==> src/acs_pkg.sv <==
// ============================================================================
// acs_pkg: shared definitions for the adaptive categorical sampler
// Level count, field widths, operation and register codes, and reset values.
// ============================================================================
`default_nettype none

package acs_pkg;

    // Number of discrete levels held by the sampler (2 to 4).
    localparam int NUM_LEVELS = 3;

    // Address width of the per-level memories.
    localparam int LVL_W = (NUM_LEVELS > 1) ? $clog2(NUM_LEVELS) : 1;

    // Fixed field widths.
    localparam int LEVEL_W    = 2;
    localparam int VALUE_W    = 16;
    localparam int PROB_W     = 16;
    localparam int CNT_W      = 16;
    localparam int TOL_W      = 15;
    localparam int ALPHA_W    = 16;
    localparam int DRAW_W     = 16;
    localparam int KIND_W     = 2;

    // Running sums and the total count stay below 4 * 2^16.
    localparam int TOT_W      = 18;
    // Divider: partial remainder, quotient and step count.
    localparam int REM_W      = TOT_W + 1;
    localparam int QUO_W      = PROB_W + 1;
    localparam int DIV_STEPS  = QUO_W;
    localparam int STEP_W     = $clog2(DIV_STEPS);
    // Products of the blend: 17 x 16 and 16 x 17 bits.
    localparam int PROD_W     = QUO_W + PROB_W;

    // Configuration port.
    localparam int NUM_VALUE_REGS = 4;
    localparam int CFG_IDX_W      = 3;
    localparam int CFG_DATA_W     = 16;

    localparam logic [CFG_IDX_W-1:0] REG_LEVEL_VALUE_0 = 3'd0;
    localparam logic [CFG_IDX_W-1:0] REG_LEVEL_VALUE_1 = 3'd1;
    localparam logic [CFG_IDX_W-1:0] REG_LEVEL_VALUE_2 = 3'd2;
    localparam logic [CFG_IDX_W-1:0] REG_LEVEL_VALUE_3 = 3'd3;
    localparam logic [CFG_IDX_W-1:0] REG_MATCH_TOL     = 3'd4;
    localparam logic [CFG_IDX_W-1:0] REG_UPDATE_ALPHA  = 3'd5;

    // Operation codes carried by the kind field.
    localparam logic [KIND_W-1:0] KIND_SAMPLE  = 2'd0;
    localparam logic [KIND_W-1:0] KIND_OBSERVE = 2'd1;
    localparam logic [KIND_W-1:0] KIND_CLEAR   = 2'd2;
    localparam logic [KIND_W-1:0] KIND_UPDATE  = 2'd3;

    // Reset values.
    localparam logic signed [VALUE_W-1:0] LEVEL_VALUE_RESET [NUM_VALUE_REGS] =
        '{-16'sd4407, 16'sd10395, 16'sd16384, 16'sd0};
    localparam logic [TOL_W-1:0]   TOL_RESET   = 15'd164;
    localparam logic [ALPHA_W-1:0] ALPHA_RESET = 16'd43909;
    localparam logic [PROB_W-1:0]  PROB_RESET  = PROB_W'(32'd65536 / NUM_LEVELS);

    localparam logic [LVL_W-1:0]   LAST_IDX    = LVL_W'(NUM_LEVELS - 1);
    localparam logic [LVL_W-1:0]   SAMPLE_LAST = LVL_W'(NUM_LEVELS - 2);
    localparam logic [LEVEL_W-1:0] LAST_LEVEL  = LEVEL_W'(NUM_LEVELS - 1);

endpackage

`default_nettype wire

==> src/acs_ram.sv <==
// ============================================================================
// acs_ram: generic single-port-write, single-port-read RAM
// One write and one read per cycle; read data is registered.
// ============================================================================
`default_nettype none

module acs_ram #(
    parameter int WIDTH = 16,
    parameter int DEPTH = 4
) (
    input  wire logic                                   clk,
    input  wire logic                                   we,
    input  wire logic [((DEPTH > 1) ? $clog2(DEPTH) : 1)-1:0] waddr,
    input  wire logic [WIDTH-1:0]                       wdata,
    input  wire logic [((DEPTH > 1) ? $clog2(DEPTH) : 1)-1:0] raddr,
    output logic      [WIDTH-1:0]                       rdata
);

    logic [WIDTH-1:0] mem_reg [DEPTH];
    logic [WIDTH-1:0] rdata_reg;

    always_ff @(posedge clk)
    begin
        if (we)
        begin
            mem_reg[waddr] <= wdata;
        end
        rdata_reg <= mem_reg[raddr];
    end

    assign rdata = rdata_reg;

endmodule

`default_nettype wire

==> src/adaptive_categorical_sampler.sv <==
// A sample walks the levels up to the chosen one, an observe stops at the first matching
// level, and an update makes two passes over all levels.
// The second update pass runs the 17-step restoring divider once per level.
// One item is in work at a time; the next is taken once the result is in the output register.
// Reset (rst_n low, asynchronous) restores control and configuration registers, uniform probabilities, zero counts.
// ============================================================================
// adaptive_categorical_sampler: inverse-CDF categorical sampler
// Keeps a probability and occurrence count per level in two small RAMs,
// samples by walking the cumulative sum, counts matching observations, clears the counts and
// blends probabilities towards observed frequencies.
// ============================================================================
`default_nettype none

module adaptive_categorical_sampler (
    input  wire logic                                   clk,
    input  wire logic                                   rst_n,
    // Input channel
    input  wire logic                                   in_valid,
    output logic                                        in_ready,
    input  wire logic        [acs_pkg::KIND_W-1:0]      kind,
    input  wire logic        [acs_pkg::DRAW_W-1:0]      random_draw,
    input  wire logic signed [acs_pkg::VALUE_W-1:0]     observed_value,
    // Output channel
    output logic                                        out_valid,
    input  wire logic                                   out_ready,
    output logic signed      [acs_pkg::VALUE_W-1:0]     chosen_value,
    output logic             [acs_pkg::LEVEL_W-1:0]     chosen_level,
    output logic                                        matched,
    // Configuration port
    input  wire logic                                   cfg_we,
    input  wire logic        [acs_pkg::CFG_IDX_W-1:0]   cfg_index,
    input  wire logic        [acs_pkg::CFG_DATA_W-1:0]  cfg_data
);

    localparam logic [3:0] ST_IDLE = 4'd0;
    localparam logic [3:0] ST_SRD  = 4'd1;
    localparam logic [3:0] ST_SEV  = 4'd2;
    localparam logic [3:0] ST_OCMP = 4'd3;
    localparam logic [3:0] ST_OWR  = 4'd4;
    localparam logic [3:0] ST_TRD  = 4'd5;
    localparam logic [3:0] ST_TACC = 4'd6;
    localparam logic [3:0] ST_URD  = 4'd7;
    localparam logic [3:0] ST_ULD  = 4'd8;
    localparam logic [3:0] ST_UDIV = 4'd9;
    localparam logic [3:0] ST_UMUL = 4'd10;
    localparam logic [3:0] ST_UADD = 4'd11;
    localparam logic [3:0] ST_FIN  = 4'd12;

    // Control and configuration state
    logic [3:0]                          state_reg, state_next;
    logic [acs_pkg::LVL_W-1:0]           idx_reg, idx_next;
    logic [acs_pkg::STEP_W-1:0]          step_reg, step_next;
    logic [acs_pkg::NUM_LEVELS-1:0]      prob_vld_reg, prob_vld_next;
    logic [acs_pkg::NUM_LEVELS-1:0]      cnt_vld_reg, cnt_vld_next;
    logic                                out_valid_reg, out_valid_next;
    logic signed [acs_pkg::VALUE_W-1:0]  level_value_reg [acs_pkg::NUM_VALUE_REGS];
    logic signed [acs_pkg::VALUE_W-1:0]  level_value_next [acs_pkg::NUM_VALUE_REGS];
    logic [acs_pkg::TOL_W-1:0]           tol_reg, tol_next;
    logic [acs_pkg::ALPHA_W-1:0]         alpha_reg, alpha_next;

    // Payload and datapath registers
    logic [acs_pkg::KIND_W-1:0]          kind_reg, kind_next;
    logic [acs_pkg::DRAW_W-1:0]          draw_reg, draw_next;
    logic signed [acs_pkg::VALUE_W-1:0]  obs_reg, obs_next;
    logic [acs_pkg::TOT_W-1:0]           sum_reg, sum_next;
    logic [acs_pkg::REM_W-1:0]           rem_reg, rem_next;
    logic [acs_pkg::QUO_W-1:0]           quo_reg, quo_next;
    logic [acs_pkg::CNT_W-1:0]           cnt_cur_reg, cnt_cur_next;
    logic [acs_pkg::PROB_W-1:0]          prob_cur_reg, prob_cur_next;
    logic [acs_pkg::PROD_W-1:0]          prod_a_reg, prod_a_next;
    logic [acs_pkg::PROD_W-1:0]          prod_b_reg, prod_b_next;
    logic [acs_pkg::LEVEL_W-1:0]         res_level_reg, res_level_next;
    logic                                res_match_reg, res_match_next;
    logic signed [acs_pkg::VALUE_W-1:0]  chosen_value_reg, chosen_value_next;
    logic [acs_pkg::LEVEL_W-1:0]         chosen_level_reg, chosen_level_next;
    logic                                matched_reg, matched_next;

    // Memory ports
    logic                                prob_we, cnt_we;
    logic [acs_pkg::PROB_W-1:0]          prob_wdata, prob_rdata;
    logic [acs_pkg::CNT_W-1:0]           cnt_wdata, cnt_rdata;

    // Datapath helpers
    logic [acs_pkg::PROB_W-1:0]          prob_rd;
    logic [acs_pkg::CNT_W-1:0]           cnt_rd;
    logic signed [acs_pkg::VALUE_W:0]    diff;
    logic [acs_pkg::VALUE_W:0]           abs_diff;
    logic [acs_pkg::TOT_W-1:0]           run_sum;
    logic                                div_ge;
    logic [acs_pkg::REM_W-1:0]           rem_sub;
    logic [acs_pkg::QUO_W-1:0]           freq;
    logic [acs_pkg::QUO_W-1:0]           one_minus_alpha;
    logic [acs_pkg::PROD_W:0]            blend_sum;

    acs_ram #(
        .WIDTH (acs_pkg::PROB_W),
        .DEPTH (acs_pkg::NUM_LEVELS)
    ) u_prob_ram (
        .clk   (clk),
        .we    (prob_we),
        .waddr (idx_reg),
        .wdata (prob_wdata),
        .raddr (idx_reg),
        .rdata (prob_rdata)
    );

    acs_ram #(
        .WIDTH (acs_pkg::CNT_W),
        .DEPTH (acs_pkg::NUM_LEVELS)
    ) u_cnt_ram (
        .clk   (clk),
        .we    (cnt_we),
        .waddr (idx_reg),
        .wdata (cnt_wdata),
        .raddr (idx_reg),
        .rdata (cnt_rdata)
    );

    // Entries never written since reset (count entries also since a clear) read as their reset value.
    assign prob_rd = prob_vld_reg[idx_reg] ? prob_rdata : acs_pkg::PROB_RESET;
    assign cnt_rd  = cnt_vld_reg[idx_reg] ? cnt_rdata : '0;

    assign diff = {obs_reg[acs_pkg::VALUE_W-1], obs_reg}
                - {level_value_reg[acs_pkg::LEVEL_W'(idx_reg)][acs_pkg::VALUE_W-1],
                   level_value_reg[acs_pkg::LEVEL_W'(idx_reg)]};
    assign abs_diff = diff[acs_pkg::VALUE_W] ? 17'(-diff) : 17'(diff);

    assign run_sum = sum_reg + acs_pkg::TOT_W'(prob_rd);

    assign div_ge  = rem_reg >= acs_pkg::REM_W'(sum_reg);
    assign rem_sub = div_ge ? (rem_reg - acs_pkg::REM_W'(sum_reg)) : rem_reg;

    assign freq            = (cnt_cur_reg == '0) ? '0 : quo_reg;
    assign one_minus_alpha = 17'h10000 - acs_pkg::QUO_W'(alpha_reg);
    assign blend_sum       = (acs_pkg::PROD_W + 1)'(prod_a_reg)
                           + (acs_pkg::PROD_W + 1)'(prod_b_reg);

    always_comb
    begin
        state_next        = state_reg;
        idx_next          = idx_reg;
        step_next         = step_reg;
        prob_vld_next     = prob_vld_reg;
        cnt_vld_next      = cnt_vld_reg;
        out_valid_next    = out_valid_reg;
        level_value_next  = level_value_reg;
        tol_next          = tol_reg;
        alpha_next        = alpha_reg;
        kind_next         = kind_reg;
        draw_next         = draw_reg;
        obs_next          = obs_reg;
        sum_next          = sum_reg;
        rem_next          = rem_reg;
        quo_next          = quo_reg;
        cnt_cur_next      = cnt_cur_reg;
        prob_cur_next     = prob_cur_reg;
        prod_a_next       = prod_a_reg;
        prod_b_next       = prod_b_reg;
        res_level_next    = res_level_reg;
        res_match_next    = res_match_reg;
        chosen_value_next = chosen_value_reg;
        chosen_level_next = chosen_level_reg;
        matched_next      = matched_reg;
        prob_we           = 1'b0;
        cnt_we            = 1'b0;
        prob_wdata        = (blend_sum[acs_pkg::PROD_W:acs_pkg::PROB_W+acs_pkg::PROB_W] != '0)
                          ? 16'hFFFF : blend_sum[acs_pkg::PROB_W+acs_pkg::PROB_W-1:acs_pkg::PROB_W];
        cnt_wdata         = (cnt_rd == 16'hFFFF) ? cnt_rd : cnt_rd + 16'd1;

        if (out_valid_reg && out_ready)
        begin
            out_valid_next = 1'b0;
        end

        if (cfg_we)
        begin
            case (cfg_index)
                acs_pkg::REG_LEVEL_VALUE_0: level_value_next[0] = cfg_data;
                acs_pkg::REG_LEVEL_VALUE_1: level_value_next[1] = cfg_data;
                acs_pkg::REG_LEVEL_VALUE_2: level_value_next[2] = cfg_data;
                acs_pkg::REG_LEVEL_VALUE_3: level_value_next[3] = cfg_data;
                acs_pkg::REG_MATCH_TOL:     tol_next = cfg_data[acs_pkg::TOL_W-1:0];
                acs_pkg::REG_UPDATE_ALPHA:  alpha_next = cfg_data;
                default:                    ;
            endcase
        end

        case (state_reg)
            ST_IDLE:
            begin
                if (in_valid)
                begin
                    kind_next      = kind;
                    draw_next      = random_draw;
                    obs_next       = observed_value;
                    idx_next       = '0;
                    sum_next       = '0;
                    res_level_next = '0;
                    res_match_next = 1'b0;
                    case (kind)
                        acs_pkg::KIND_SAMPLE:  state_next = ST_SRD;
                        acs_pkg::KIND_OBSERVE: state_next = ST_OCMP;
                        acs_pkg::KIND_CLEAR:
                        begin
                            cnt_vld_next = '0;
                            state_next   = ST_FIN;
                        end
                        acs_pkg::KIND_UPDATE:  state_next = ST_TRD;
                        default:               state_next = ST_IDLE;
                    endcase
                end
            end

            // Sample: wait for the probability read, then extend the running sum.
            ST_SRD:
            begin
                state_next = ST_SEV;
            end

            ST_SEV:
            begin
                sum_next = run_sum;
                if (acs_pkg::TOT_W'(draw_reg) <= run_sum)
                begin
                    res_level_next = acs_pkg::LEVEL_W'(idx_reg);
                    state_next     = ST_FIN;
                end
                else if (idx_reg == acs_pkg::SAMPLE_LAST)
                begin
                    res_level_next = acs_pkg::LAST_LEVEL;
                    state_next     = ST_FIN;
                end
                else
                begin
                    idx_next   = idx_reg + 1'b1;
                    state_next = ST_SRD;
                end
            end

            // Observe: one level compared per cycle; the count read of the
            // matching level is already under way when the match is seen.
            ST_OCMP:
            begin
                if (abs_diff < (acs_pkg::VALUE_W + 1)'(tol_reg))
                begin
                    res_level_next = acs_pkg::LEVEL_W'(idx_reg);
                    res_match_next = 1'b1;
                    state_next     = ST_OWR;
                end
                else if (idx_reg == acs_pkg::LAST_IDX)
                begin
                    state_next = ST_FIN;
                end
                else
                begin
                    idx_next = idx_reg + 1'b1;
                end
            end

            ST_OWR:
            begin
                cnt_we                = 1'b1;
                cnt_vld_next[idx_reg] = 1'b1;
                state_next            = ST_FIN;
            end

            // Update, first pass: total of all counts.
            ST_TRD:
            begin
                state_next = ST_TACC;
            end

            ST_TACC:
            begin
                sum_next = sum_reg + acs_pkg::TOT_W'(cnt_rd);
                if (idx_reg == acs_pkg::LAST_IDX)
                begin
                    idx_next   = '0;
                    state_next = ST_URD;
                end
                else
                begin
                    idx_next   = idx_reg + 1'b1;
                    state_next = ST_TRD;
                end
            end

            // Update, second pass: per level divide, blend and write back.
            ST_URD:
            begin
                state_next = ST_ULD;
            end

            ST_ULD:
            begin
                cnt_cur_next  = cnt_rd;
                prob_cur_next = prob_rd;
                rem_next      = acs_pkg::REM_W'(cnt_rd);
                quo_next      = '0;
                step_next     = '0;
                state_next    = ST_UDIV;
            end

            // Restoring division of count * 2^16 by the total, one quotient bit per cycle.
            ST_UDIV:
            begin
                quo_next = {quo_reg[acs_pkg::QUO_W-2:0], div_ge};
                rem_next = {rem_sub[acs_pkg::REM_W-2:0], 1'b0};
                if (step_reg == acs_pkg::STEP_W'(acs_pkg::DIV_STEPS - 1))
                begin
                    state_next = ST_UMUL;
                end
                else
                begin
                    step_next = step_reg + 1'b1;
                end
            end

            ST_UMUL:
            begin
                prod_a_next = acs_pkg::PROD_W'(one_minus_alpha) * acs_pkg::PROD_W'(prob_cur_reg);
                prod_b_next = acs_pkg::PROD_W'(alpha_reg) * acs_pkg::PROD_W'(freq);
                state_next  = ST_UADD;
            end

            ST_UADD:
            begin
                prob_we                = 1'b1;
                prob_vld_next[idx_reg] = 1'b1;
                if (idx_reg == acs_pkg::LAST_IDX)
                begin
                    state_next = ST_FIN;
                end
                else
                begin
                    idx_next   = idx_reg + 1'b1;
                    state_next = ST_URD;
                end
            end

            ST_FIN:
            begin
                if (!out_valid_reg || out_ready)
                begin
                    out_valid_next    = 1'b1;
                    chosen_value_next = (kind_reg == acs_pkg::KIND_SAMPLE)
                                      ? level_value_reg[res_level_reg] : '0;
                    chosen_level_next = res_level_reg;
                    matched_next      = res_match_reg;
                    state_next        = ST_IDLE;
                end
            end

            default:
            begin
                state_next = ST_IDLE;
            end
        endcase
    end

    always_ff @(posedge clk or negedge rst_n)
    begin
        if (!rst_n)
        begin
            state_reg     <= ST_IDLE;
            idx_reg       <= '0;
            step_reg      <= '0;
            prob_vld_reg  <= '0;
            cnt_vld_reg   <= '0;
            out_valid_reg <= 1'b0;
            for (int i = 0; i < acs_pkg::NUM_VALUE_REGS; i++)
            begin
                level_value_reg[i] <= acs_pkg::LEVEL_VALUE_RESET[i];
            end
            tol_reg       <= acs_pkg::TOL_RESET;
            alpha_reg     <= acs_pkg::ALPHA_RESET;
        end
        else
        begin
            state_reg       <= state_next;
            idx_reg         <= idx_next;
            step_reg        <= step_next;
            prob_vld_reg    <= prob_vld_next;
            cnt_vld_reg     <= cnt_vld_next;
            out_valid_reg   <= out_valid_next;
            level_value_reg <= level_value_next;
            tol_reg         <= tol_next;
            alpha_reg       <= alpha_next;
        end
    end

    always_ff @(posedge clk)
    begin
        kind_reg         <= kind_next;
        draw_reg         <= draw_next;
        obs_reg          <= obs_next;
        sum_reg          <= sum_next;
        rem_reg          <= rem_next;
        quo_reg          <= quo_next;
        cnt_cur_reg      <= cnt_cur_next;
        prob_cur_reg     <= prob_cur_next;
        prod_a_reg       <= prod_a_next;
        prod_b_reg       <= prod_b_next;
        res_level_reg    <= res_level_next;
        res_match_reg    <= res_match_next;
        chosen_value_reg <= chosen_value_next;
        chosen_level_reg <= chosen_level_next;
        matched_reg      <= matched_next;
    end

    assign in_ready     = (state_reg == ST_IDLE);
    assign out_valid    = out_valid_reg;
    assign chosen_value = chosen_value_reg;
    assign chosen_level = chosen_level_reg;
    assign matched      = matched_reg;

endmodule

`default_nettype wire

==> config.mk <==
export PLATFORM = sky130hd
export DESIGN_NAME = adaptive_categorical_sampler
export DESIGN_NICKNAME = d
export VERILOG_FILES = /design/src/acs_pkg.sv /design/src/acs_ram.sv /design/src/adaptive_categorical_sampler.sv
export SDC_FILE = /design/constraint.sdc
export NUM_CORES = 2
export LEC_CHECK = 0
export BUFFER_PORTS_ARGS = -buffer_cell sky130_fd_sc_hd__buf_2
export CAP_MARGIN = 40
export CORE_UTILIZATION = 38
export CTS_CLUSTER_SIZE = 24
export DETAILED_ROUTE_END_ITERATION = 10
export HOLD_SLACK_MARGIN = 0.03
export MAX_ROUTING_LAYER = met4
export PLACE_DENSITY = 0.59
export SKIP_LAST_GASP = 1
export SLEW_MARGIN = 40
export SYNTH_ARGS = -nofsm -noshare
export SYNTH_HDL_FRONTEND = slang
export SYNTH_HIERARCHICAL = 1
export SYNTH_SLANG_ARGS = --single-unit
==> constraint.sdc <==
create_clock -name clk -period 8.3 [get_ports clk]
set_input_delay 2.49 -clock clk [delete_from_list [all_inputs] [get_ports clk]]
set_output_delay 2.49 -clock clk [all_outputs]
set_load 0.02 [all_outputs]
==> results.md <==
Yosys:
- For this run, the number of Yosys warnings is 6.
- The most common flop cell mapped by yosys is sky130_fd_sc_hd__edfxtp_1.
- The mapped netlist covers about 0.041 sq mm.
- The share of the synthesized area in compound gates (AO/OA/AOI/OAI) is 7.89%.
- The simple-gate share of the synthesized area is approximately 14%.
- By area, the combinational part of the netlist is dominated by adder cells.
- The register bit total from synthesis is around 450.
- The net count after synthesis is 4780.
- The share of the synthesized area in the top cell type is 22.3%.
- The average footprint of a synthesized cell is ~10 sq um.
- After synthesis, the share of cell area in mux cells is under 10%.
- Summing the areas of all xor and xnor instances in the mapped netlist gives 3.47% of the synthesized area.
- The adder-cell area share of the yosys netlist is approximately 31%.
- The distinct cell type count after synthesis is a little over 80.
- Synthesis handed over a netlist of a little under 4000 instances.
- The number of enable flip-flop cells after synthesis is approximately 300.
- Ranked by total cell area, the synthesized netlist is headed by sky130_fd_sc_hd__edfxtp_1, sky130_fd_sc_hd__fa_1, sky130_fd_sc_hd__ha_1.
- The fraction of synthesis flops using an asynchronous set or reset pin is between 20 and 30%.
- Summing the sequential cell areas from Yosys gives between 30% and 40% of the chip area.
- The library cell occupying the most area in the post-synthesis netlist is sky130_fd_sc_hd__edfxtp_1.

Layout:
- After filler insertion, the fill cell instance count of the layout stands at approximately 10000.
- The multi-input combinational cell area is about 0.026 sq mm.
- The ratio of cells with drive above 1 in the final layout is 10.7%.
- The number of non-filler instances in the completed layout is approximately 5400.
- The register with the most flip-flops in the layout has 64 of them.
- Registers take between 0.01 and 0.015 sq mm.
- The layout-stage area growth over the synthesis result is 9.49%.
- At the end of the flow, the number of nets in the layout was about 4800.
- Measured on the finished design, the core utilization comes to between 40% and 50%.

Global routing:
- The total track usage is between 10% and 20%.
- The pin count of the biggest net entering global routing is 83.
- The number of antenna violations at the first check in global routing is 9.
- The first global-routing pass estimated 161000 um of wire.
- The via count of the first global-routing pass came to around 29000.
- Summed over all layers, the global routing overflow is 0.

Timing:
- Across all hold checks on the routed design, the worst slack comes to approximately 0.45 ns.
- The number of setup violations in the final report is 0.
- Setup repair after global routing left no endpoint under its margin.
- The final-report max-slew violation count is 0.
- The relative slew slack is 43.6%.
- The count of endpoints failing hold in the final timing report came to 0.
- The fraction of the cycle the final worst path needs is just over 90%.
- Clock skew on the completed layout was measured at 0.0428 ns.
- Setup total negative slack on the finished layout was measured at 0 ns.
- The clock period minus final worst setup slack is between 7 and 8 ns.
- The fmax is 129 MHz.
- The transition time of the tightest slew-check pin is around 0.84 ns.

Clock network:
- The H-tree level count is 2.
- The tree is rooted in a sky130_fd_sc_hd__clkbuf_16.
- The clock-pin slew of the registers on the worst-case setup and hold paths is roughly 0.06 ns.
- The tree built by TritonCTS fans out to ~450 sinks.
- TritonCTS created 50 clock buffers.
- The count of hold-fix buffers inserted at cts is 0.
- The insertion delay of the later-clocked pin in the worst-skew pair is approximately 0.63 ns.
- TritonCTS built the clock tree.
- No sink is reached through more buffers than the 3 on the longest clock path.

Placed design:
- The post-detailed-placement half-perimeter wirelength is 77500 um.
- The number of instances in the placed design is 5340.
- Buffers placed on the I/O ports in this run total just under 80.
- The routability-driven placement congestion ratio is roughly 0.89.

Floorplan:
- The region available for standard cell placement spans about 0.11 sq mm.
- The die is roughly 330 um tall.
- The number of cell rows is between 100 and 150.
- The number of placed I/O pins is just under 80.
- The chip width is 330 um.
- The area of the die is 0.109 sq mm.
- The initial core utilization is around two fifths.

Drt:
- The post-detailed-route via-to-cell ratio is 5.22.
- The starting DRC count in detailed routing is around 1700.
- The final routed wirelength across all metal layers is 102000 um.
- The routed layout has about 28000 vias.
- The first detailed-routing pass ran for 5 iterations.
- The antenna violation net count after detailed routing is 0.
- The routed wirelength normalized by instance count is around 19 um.
- The DRC violations left is 0.

Critical path:
- STA classifies the critical path startpoint as a register.
- The most common cell type on the critical path is sky130_fd_sc_hd__fa_1.
- The kind of end point of the critical path is a register.
- The maximum fanout along the worst path is 12.
- The class of the most critical setup path is register to register.
- The worst path arrival time is roughly 8 ns.
- The maximum cell stage delay along the critical path is a little over 0.6 ns.
- The data required time at the worst endpoint is around 8.7 ns.
- The flop-to-flop setup slack is 0.54 ns.
- The slowest library cell on the worst path is sky130_fd_sc_hd__or4_1.

Job:
- Max-cap violations in this run came to 0.

Outcome:
- The flow ran to the end, and the final reports show no timing, DRC or antenna violations.

Hold path:
- The path class of the lowest-slack min-delay path is register to register.
-- metal layers --
metal  track usage, %  part of all wire, %  vias to the layer above
li1                 -                    -                    13300
met5                -                    0                        -
met4             5.29                  2.5                        0
met2             31.1                   47                      618
met3             1.92                  4.3                      146
met1             26.9                   46                    14300
-- worst paths after layout --
kind / startpoint / cells after the start / to
worst min-delay path: u_cnt_ram/mem_reg[2][14]$_DFFE_PP_ / 2 / u_cnt_ram/rdata[14]$_DFF_P_
worst min register to register: u_cnt_ram/mem_reg[2][14]$_DFFE_PP_ / 2 / u_cnt_ram/rdata[14]$_DFF_P_
min in group asynchronous: rst_n / 1 / level_value_reg[15]$_DFFE_PN0P_
max in group asynchronous: rst_n / 2 / idx_reg[1]$_DFFE_PN0P_
worst max-delay path: alpha_reg[5]$_DFFE_PN0P_ / 28 / prod_a_reg[31]$_DFFE_PP_
worst max register to register: alpha_reg[5]$_DFFE_PN0P_ / 28 / prod_a_reg[31]$_DFFE_PP_
-- worst max-delay path, delay by kind of cell, from the launching register on --
family / cells / cell delay, ns
adder cells (fa/ha/maj): 7 / 3.20
AND/OR/NAND/NOR: 6 / 1.59
AO/OA/AOI/OAI: 9 / 1.57
buffers and inverters: 5 / 0.52
flip-flops: 1 / 0.37
XOR/XNOR: 1 / 0.30
-- cells by family (layout without fill, tap and decap cells) --
group	count (synthesis)	in the layout
buffers and inverters	736	825
other	0	5
xor gates and xnor gates	162	162
adders and majority gates	768	768
AOI/OAI and AO/OA	505	505
and+or+nand+nor	1161	1161
DFF	449	449
muxes	173	173
-- placed cells by master (no fill, tap or decap), types with 50 or more instances in the layout --
cell	count
sky130_fd_sc_hd__edfxtp_1	304
sky130_fd_sc_hd__buf_4	73
sky130_fd_sc_hd__fa_1	420
sky130_fd_sc_hd__inv_1	577
sky130_fd_sc_hd__xnor2_1	119
sky130_fd_sc_hd__mux2i_1	55
sky130_fd_sc_hd__a21o_1	54
sky130_fd_sc_hd__buf_2	77
sky130_fd_sc_hd__nor2_1	132
sky130_fd_sc_hd__clkbuf_16	50
sky130_fd_sc_hd__dfrtp_1	82
sky130_fd_sc_hd__o21ai_0	103
sky130_fd_sc_hd__mux2_2	85
sky130_fd_sc_hd__and2_1	188
sky130_fd_sc_hd__nand2_1	449
sky130_fd_sc_hd__a21oi_1	139
sky130_fd_sc_hd__and3_1	138
sky130_fd_sc_hd__ha_1	348
-- final cells by class --
| cell class | instances | area share [%] |
|---|---|---|
| Antenna cell | 5 | 0.0280 |
| Clock buffer | 57 | 2.88 |
| Clock inverter | 35 | 0.763 |
| Inverter | 577 | 4.84 |
| Multi-Input combinational cell | 2769 | 57.1 |
| Sequential cell | 449 | 28.2 |
| Tap cell | 1391 | 3.89 |
| Timing Repair Buffer | 156 | 2.26 |
-- per-stage QoR --
step	worst slack [ns]	cell area, sq um
final	0.539	44800
after global routing	0.0319	44800
after CTS	0.0471	44700
after detailed placement	0.0968	43100
after global placement	0.206	43000
after floorplan	0.862	40900
-- timing repair --
action	4_1_cts	5_1_grt
setup buffers	0	2
endpoints found under the setup margin	0	11
resized for setup	0	8
-- cells in the mapped netlist (48+ instances only) --
master                       n
sky130_fd_sc_hd__a21oi_1   139
sky130_fd_sc_hd__edfxtp_1  304
sky130_fd_sc_hd__mux2i_1    55
sky130_fd_sc_hd__inv_1     577
sky130_fd_sc_hd__nor2_1    135
sky130_fd_sc_hd__clkbuf_1  140
sky130_fd_sc_hd__xnor2_1   120
sky130_fd_sc_hd__nand2_1   449
sky130_fd_sc_hd__dfrtp_1    84
sky130_fd_sc_hd__a21o_1     54
sky130_fd_sc_hd__fa_1      420
sky130_fd_sc_hd__nor3_1     48
sky130_fd_sc_hd__o21ai_0   105
sky130_fd_sc_hd__ha_1      348
sky130_fd_sc_hd__and2_1    188
sky130_fd_sc_hd__mux2_2     85
sky130_fd_sc_hd__and3_1    138
Power is not shown: default switching activity piles up to over one toggle a cycle in this logic, so the estimate is an artifact.
